--- config.mk ---
export PLATFORM = sky130hd
export DESIGN_NAME = dssp_ctrl
export DESIGN_NICKNAME = d
export VERILOG_FILES = /design/src/hdl/dssp_pkg.sv /design/src/hdl/dssp_ctrl.sv
export SDC_FILE = /design/constraint.sdc
export NUM_CORES = 1
export LEC_CHECK = 0
export BUFFER_PORTS_ARGS = -buffer_cell sky130_fd_sc_hd__buf_2
export CAP_MARGIN = 20
export CORE_AREA = 5 5 42 44
export DETAILED_ROUTE_END_ITERATION = 10
export DIE_AREA = 0 0 47 49
export GPL_TIMING_DRIVEN = 0
export SYNTH_ARGS = -nofsm -noshare
export SYNTH_HDL_FRONTEND = slang
export SYNTH_SLANG_ARGS = --single-unit
--- constraint.sdc ---
create_clock -name clk -period 3.1 [get_ports clk]
set_clock_uncertainty 0.2 [all_clocks]
set_input_delay 0.62 -clock clk [delete_from_list [all_inputs] [get_ports clk]]
set_output_delay 0.62 -clock clk [all_outputs]
set_load 0.02 [all_outputs]
--- src/hdl/dssp_pkg.sv ---
// shared types, constants and coil tables for the dual stepper phase sequencer
package dssp_pkg;

  localparam int unsigned COUNT_W = 18;
  localparam int unsigned ANGLE_W = 17;
  localparam int unsigned TEETH_W = 8;
  localparam int unsigned SPR_W   = 13;
  localparam int unsigned CMD_W   = 3;
  localparam int unsigned CFG_W   = 2;
  localparam int unsigned CFG_DATA_W = 13;

  localparam int unsigned JOG_STEPS_DEFAULT = 10000;

  localparam logic [COUNT_W-1:0] COUNT_MAX = '1;

  // teeth * angle * spr / (360 * 256): the 2^11 part is a shift, the 45 is a reciprocal
  localparam int unsigned PROD_A_W = TEETH_W + ANGLE_W;
  localparam int unsigned PROD_B_W = PROD_A_W + SPR_W;
  localparam int unsigned DIV_SHIFT = 11;
  localparam int unsigned SHIFTED_W = PROD_B_W - DIV_SHIFT;
  localparam int unsigned X_W = 24;
  localparam int unsigned RECIP_SHIFT = 30;
  localparam int unsigned RECIP_W = 25;
  localparam logic [RECIP_W-1:0] RECIP_M = RECIP_W'((64'd1 << RECIP_SHIFT) / 64'd45);
  localparam logic [X_W-1:0] DIVISOR = X_W'(45);
  localparam logic [SHIFTED_W-1:0] SAT_LIMIT = SHIFTED_W'(262144 * 45);

  localparam logic [CMD_W-1:0] CMD_TICK   = 3'd0;
  localparam logic [CMD_W-1:0] CMD_START  = 3'd1;
  localparam logic [CMD_W-1:0] CMD_JOG    = 3'd2;
  localparam logic [CMD_W-1:0] CMD_PAUSE  = 3'd3;
  localparam logic [CMD_W-1:0] CMD_CANCEL = 3'd4;

  localparam logic [1:0] MODE_CANCELLED = 2'd0;
  localparam logic [1:0] MODE_RUNNING   = 2'd1;
  localparam logic [1:0] MODE_PAUSED    = 2'd2;

  localparam logic [CFG_W-1:0] REG_HALF_STEP = 2'd0;
  localparam logic [CFG_W-1:0] REG_PAN_TEETH = 2'd1;
  localparam logic [CFG_W-1:0] REG_TILT_TEETH = 2'd2;
  localparam logic [CFG_W-1:0] REG_STEPS_PER_REV = 2'd3;

  localparam logic [TEETH_W-1:0] PAN_TEETH_RESET  = 8'd40;
  localparam logic [TEETH_W-1:0] TILT_TEETH_RESET = 8'd56;
  localparam logic [SPR_W-1:0]   SPR_RESET        = 13'd2048;
  localparam logic [7:0]         COIL_RESET       = 8'h11;

  typedef struct packed {
    logic apply_simple;
    logic load_op;
    logic mul2;
    logic recip;
    logic finish;
  } dssp_ctl_t;

  function automatic logic [3:0] coil_row(input logic half, input logic [2:0] p);
    logic [3:0] row;
    row = 4'h0;
    if (half) begin
      unique case (p)
        3'd0: row = 4'h1;
        3'd1: row = 4'h3;
        3'd2: row = 4'h2;
        3'd3: row = 4'h6;
        3'd4: row = 4'h4;
        3'd5: row = 4'hC;
        3'd6: row = 4'h8;
        3'd7: row = 4'h9;
      endcase
    end else begin
      unique case (p[1:0])
        2'd0: row = 4'h3;
        2'd1: row = 4'h6;
        2'd2: row = 4'hC;
        2'd3: row = 4'h9;
      endcase
    end
    return row;
  endfunction

endpackage

--- src/hdl/dssp_ctrl.sv ---
// controller state machine: handshakes and sequencing of the start-move arithmetic
module dssp_ctrl import dssp_pkg::*; (
  input  logic             clk,
  input  logic             rst,
  input  logic             in_valid,
  output logic             in_ready,
  input  logic [CMD_W-1:0] cmd,
  output logic             out_valid,
  input  logic             out_ready,
  output dssp_ctl_t        ctl
);

  localparam logic [1:0] ST_IDLE  = 2'd0;
  localparam logic [1:0] ST_MUL2  = 2'd1;
  localparam logic [1:0] ST_RECIP = 2'd2;
  localparam logic [1:0] ST_CORR  = 2'd3;

  logic [1:0] state;
  logic [1:0] state_next;
  logic       out_valid_next;
  logic       accept;

  // the result slot is free or drains at this edge
  assign in_ready = (state == ST_IDLE) && (!out_valid || out_ready);
  assign accept   = in_valid && in_ready;

  always_comb begin
    state_next = state;
    ctl = '0;
    unique case (state)
      ST_IDLE: begin
        if (accept) begin
          if (cmd == CMD_START) begin
            ctl.load_op = 1'b1;
            state_next  = ST_MUL2;
          end else begin
            ctl.apply_simple = 1'b1;
          end
        end
      end
      ST_MUL2: begin
        ctl.mul2   = 1'b1;
        state_next = ST_RECIP;
      end
      ST_RECIP: begin
        ctl.recip  = 1'b1;
        state_next = ST_CORR;
      end
      ST_CORR: begin
        ctl.finish = 1'b1;
        state_next = ST_IDLE;
      end
    endcase
  end

  assign out_valid_next = (out_valid && !out_ready) || ctl.apply_simple || ctl.finish;

  always_ff @(posedge clk) begin
    if (rst) begin
      state     <= ST_IDLE;
      out_valid <= 1'b0;
    end else begin
      state     <= state_next;
      out_valid <= out_valid_next;
    end
  end

endmodule

==> results.json <==
{
  "vias_per_cell": 4.033,
  "first_global_vias": 276,
  "r2r_start": "state[1]$_SDFFE_PP0P_",
  "grt_overflow_total": 0,
  "outcome": "completed",
  "first_pass_iters": 2,
  "max_stage_delay_ns": 0.38,
  "antenna_left": 0,
  "nets": 56,
  "htreeDepth": 1,
  "die_x_um": 47,
  "synth_top_flop_cell": "dfxtp_1",
  "fill_cells": 174,
  "fp.dieArea_um2": 2303,
  "powerDensity_nw_per_um2": 815.2,
  "synth_cell_types": 14,
  "path_cells": "buf_2 -> or3b_1 -> nand4_1 -> inv_1 -> buf_2",
  "max_freq_mhz": 446.1,
  "grt_max_degree": 7,
  "synth_top_family_by_area": "simple AND/OR/NAND/NOR gates",
  "rows": 14,
  "grt_pass1_wl_um": 1069,
  "synth-compound-area-share_pct": 9.444,
  "postCtsHoldBufs": 0,
  "grt_usage_pct": 6.540,
  "critPathMaxFanout": 2,
  "post_dp_cell_area_um2": 310.3,
  "worst_pin_slew_ns": 0.2606,
  "slew_headroom_pct": 82.59,
  "dr.max_layer_used": "met3",
  "path_delay_family": "simple AND/OR/NAND/NOR gates",
  "wl_met1_um": 274,
  "rr_worst_depth": 5,
  "synthMuxAreaShare_pct": 4.444,
  "maxCapViolCount": 0,
  "multiInputGateArea_um2": 146.4,
  "worstSetupPathType": "primary input to output port",
  "synthSimpleGateAreaFrac_pct": 28.89,
  "crit_end": "ctl[4]",
  "final_cell_area_um2": 336.6,
  "final_common_cell": "buf_2",
  "cts_tree": "done",
  "end_kind": "output port",
  "final_cell_mix": "13 x buf_2, 5 x inv_1, 4 x ha_1",
  "drc": 0,
  "cts_setup_buffers": 0,
  "cp.arrival_ns": 1.42,
  "synth_nets": 38,
  "drive_gt1_share_pct": 36.36,
  "timing.rr.end": "state[1]$_SDFFE_PP0P_",
  "drv_slew": 0,
  "hold_path_class": "register to register",
  "dp_hpwl_um": 466.1,
  "syn_inst": 27,
  "tns_ns": 0,
  "syn_area_per_cell_um2": 8.341,
  "die_y_um": 49,
  "syn_to_final_growth_pct": 49.44,
  "cp.depth": 5,
  "antenna_cells": 0,
  "cts_resized": 0,
  "drt_iter0_markers": 4,
  "min_period_over_period_pct": 72.30,
  "critPathBufInv": 3,
  "vias": 242,
  "clk_path_buf_depth": 2,
  "synth_adder_area_share_pct": 22.22,
  "ioPinCount": 14,
  "synth-edff-count": 0,
  "met2_length_um": 235,
  "peakVddDrop_v": 0.0002547,
  "final_hold_viol_count": 0,
  "routedWlPerCell_um": 9.550,
  "cts.sinks": 3,
  "ys_seq_area_share_pct": 26.67,
  "final-setup-viol-count": 0,
  "worstSkewPairLatency_ns": 0.24,
  "dr_wl_met3_um": 63,
  "start_kind": "primary input",
  "regArea_um2": 60.06,
  "synthXorXnorAreaFrac_pct": 0,
  "grt_antenna_before_repair": 0,
  "io_buffers": 13,
  "startpoint": "cmd[1]",
  "crit_required_ns": 2.28,
  "cts-root-buf": "clkbuf_4",
  "finalCriticalPeriod_ns": 2.241,
  "coreArea_um2": 1401,
  "synthArstFlopShare_pct": 0,
  "initial_core_util_pct": 16.07,
  "leakagePower_uw": 0.0001785,
  "syn_area_um2": 225.2,
  "cts_buffers": 3,
  "r2r_setup_slack_ns": 1.71,
  "drt_wl_total_um": 573,
  "clk_pin_slew_ns": 0.04,
  "cp_slowest_cell": "or3b_1",
  "ys.warnings.count": 0,
  "rsz0062_at_grt": "no",
  "path_common_cell": "buf_2",
  "gp_congestion": 0.6569,
  "ys_seq_elements": 3
}
[logic make-up after synthesis]
family                     count (synthesis)
adders and majority gates                  4
buffers and inverters                      5
and+or+nand+nor                           11
muxes                                      1
DFF                                        3
AOI/OAI and AO/OA                          3
[layer usage]
metal | GRT usage [%] | vias up
met5 | 0 | -
met2 | 8.371 | 14
li1 | - | 125
met1 | 8.096 | 103
met4 | 4.147 | 0
met3 | 3.690 | 0
[cell type report]
type | instances | area share (%)
inverter | 5 | 5.576
multi-input combinational | 19 | 43.49
timing repair buffer | 13 | 19.33
clock buffer | 4 | 7.807
sequential | 3 | 17.84
tap | 16 | 5.948
[worst min path at each step]
stage                          start               endpoint  slack (ns)  depth (start not counted)
3_5_place_dp   state[1]$_SDFFE_PP0P_  state[1]$_SDFFE_PP0P_        0.33                          2
2_1_floorplan  state[1]$_SDFFE_PP0P_  state[1]$_SDFFE_PP0P_        0.28                          2
4_1_cts        state[1]$_SDFFE_PP0P_  state[1]$_SDFFE_PP0P_        0.34                          2
5_1_grt                          rst   out_valid$_SDFF_PP0_        0.40                          2
6_report       state[1]$_SDFFE_PP0P_  state[1]$_SDFFE_PP0P_        0.35                          2
3_3_place_gp   state[1]$_SDFFE_PP0P_  state[1]$_SDFFE_PP0P_        0.32                          2
[registers in the layout, indices dropped and copies added, names as in the netlist]
signal	flops
state	2
out_valid	1
[metrics by stage]
stage	power (uW)	worst slack (ns)	utilization (%)	std cells	hold slack (ns)
after CTS	279.0	0.8524	24.02	60	0.3362
after detailed placement	205.3	0.8558	22.14	56	0.3309
final	274.4	0.8586	24.02	60	0.3469
after floorplan	165.4	0.9841	-	27	0.2840
after global placement	203.9	0.8627	22.14	56	0.3184
after global routing	302.3	0.7837	24.02	60	0.3950
[report_power, final]
part	internal (uW)	switching (uW)	total [uW]	leakage (uW)
sequential	50.3	11.5	61.8	0.0000246
combinational	56.6	85.6	142	0.000139
clock	48.4	22.0	70.4	0.0000150
total	155	119	274	0.000179
[synthesized netlist by cell type (all sizes together) (2+ instances only)]
master / number / area (um2)
nor2: 2 / 7.510
ha: 4 / 50.05
nand2b: 3 / 18.77
a31oi: 2 / 12.51
dfxtp: 3 / 60.06
inv: 5 / 18.77
[worst reg2reg max path: stages (launching register included)]
cell and delay (ns):
dfxtp_1 0.34, inv_1 0.09, ha_1 0.22, inv_1 0.07, a31oi_1 0.18, mux2i_1 0.20
Power figures use the tool's default switching activity.
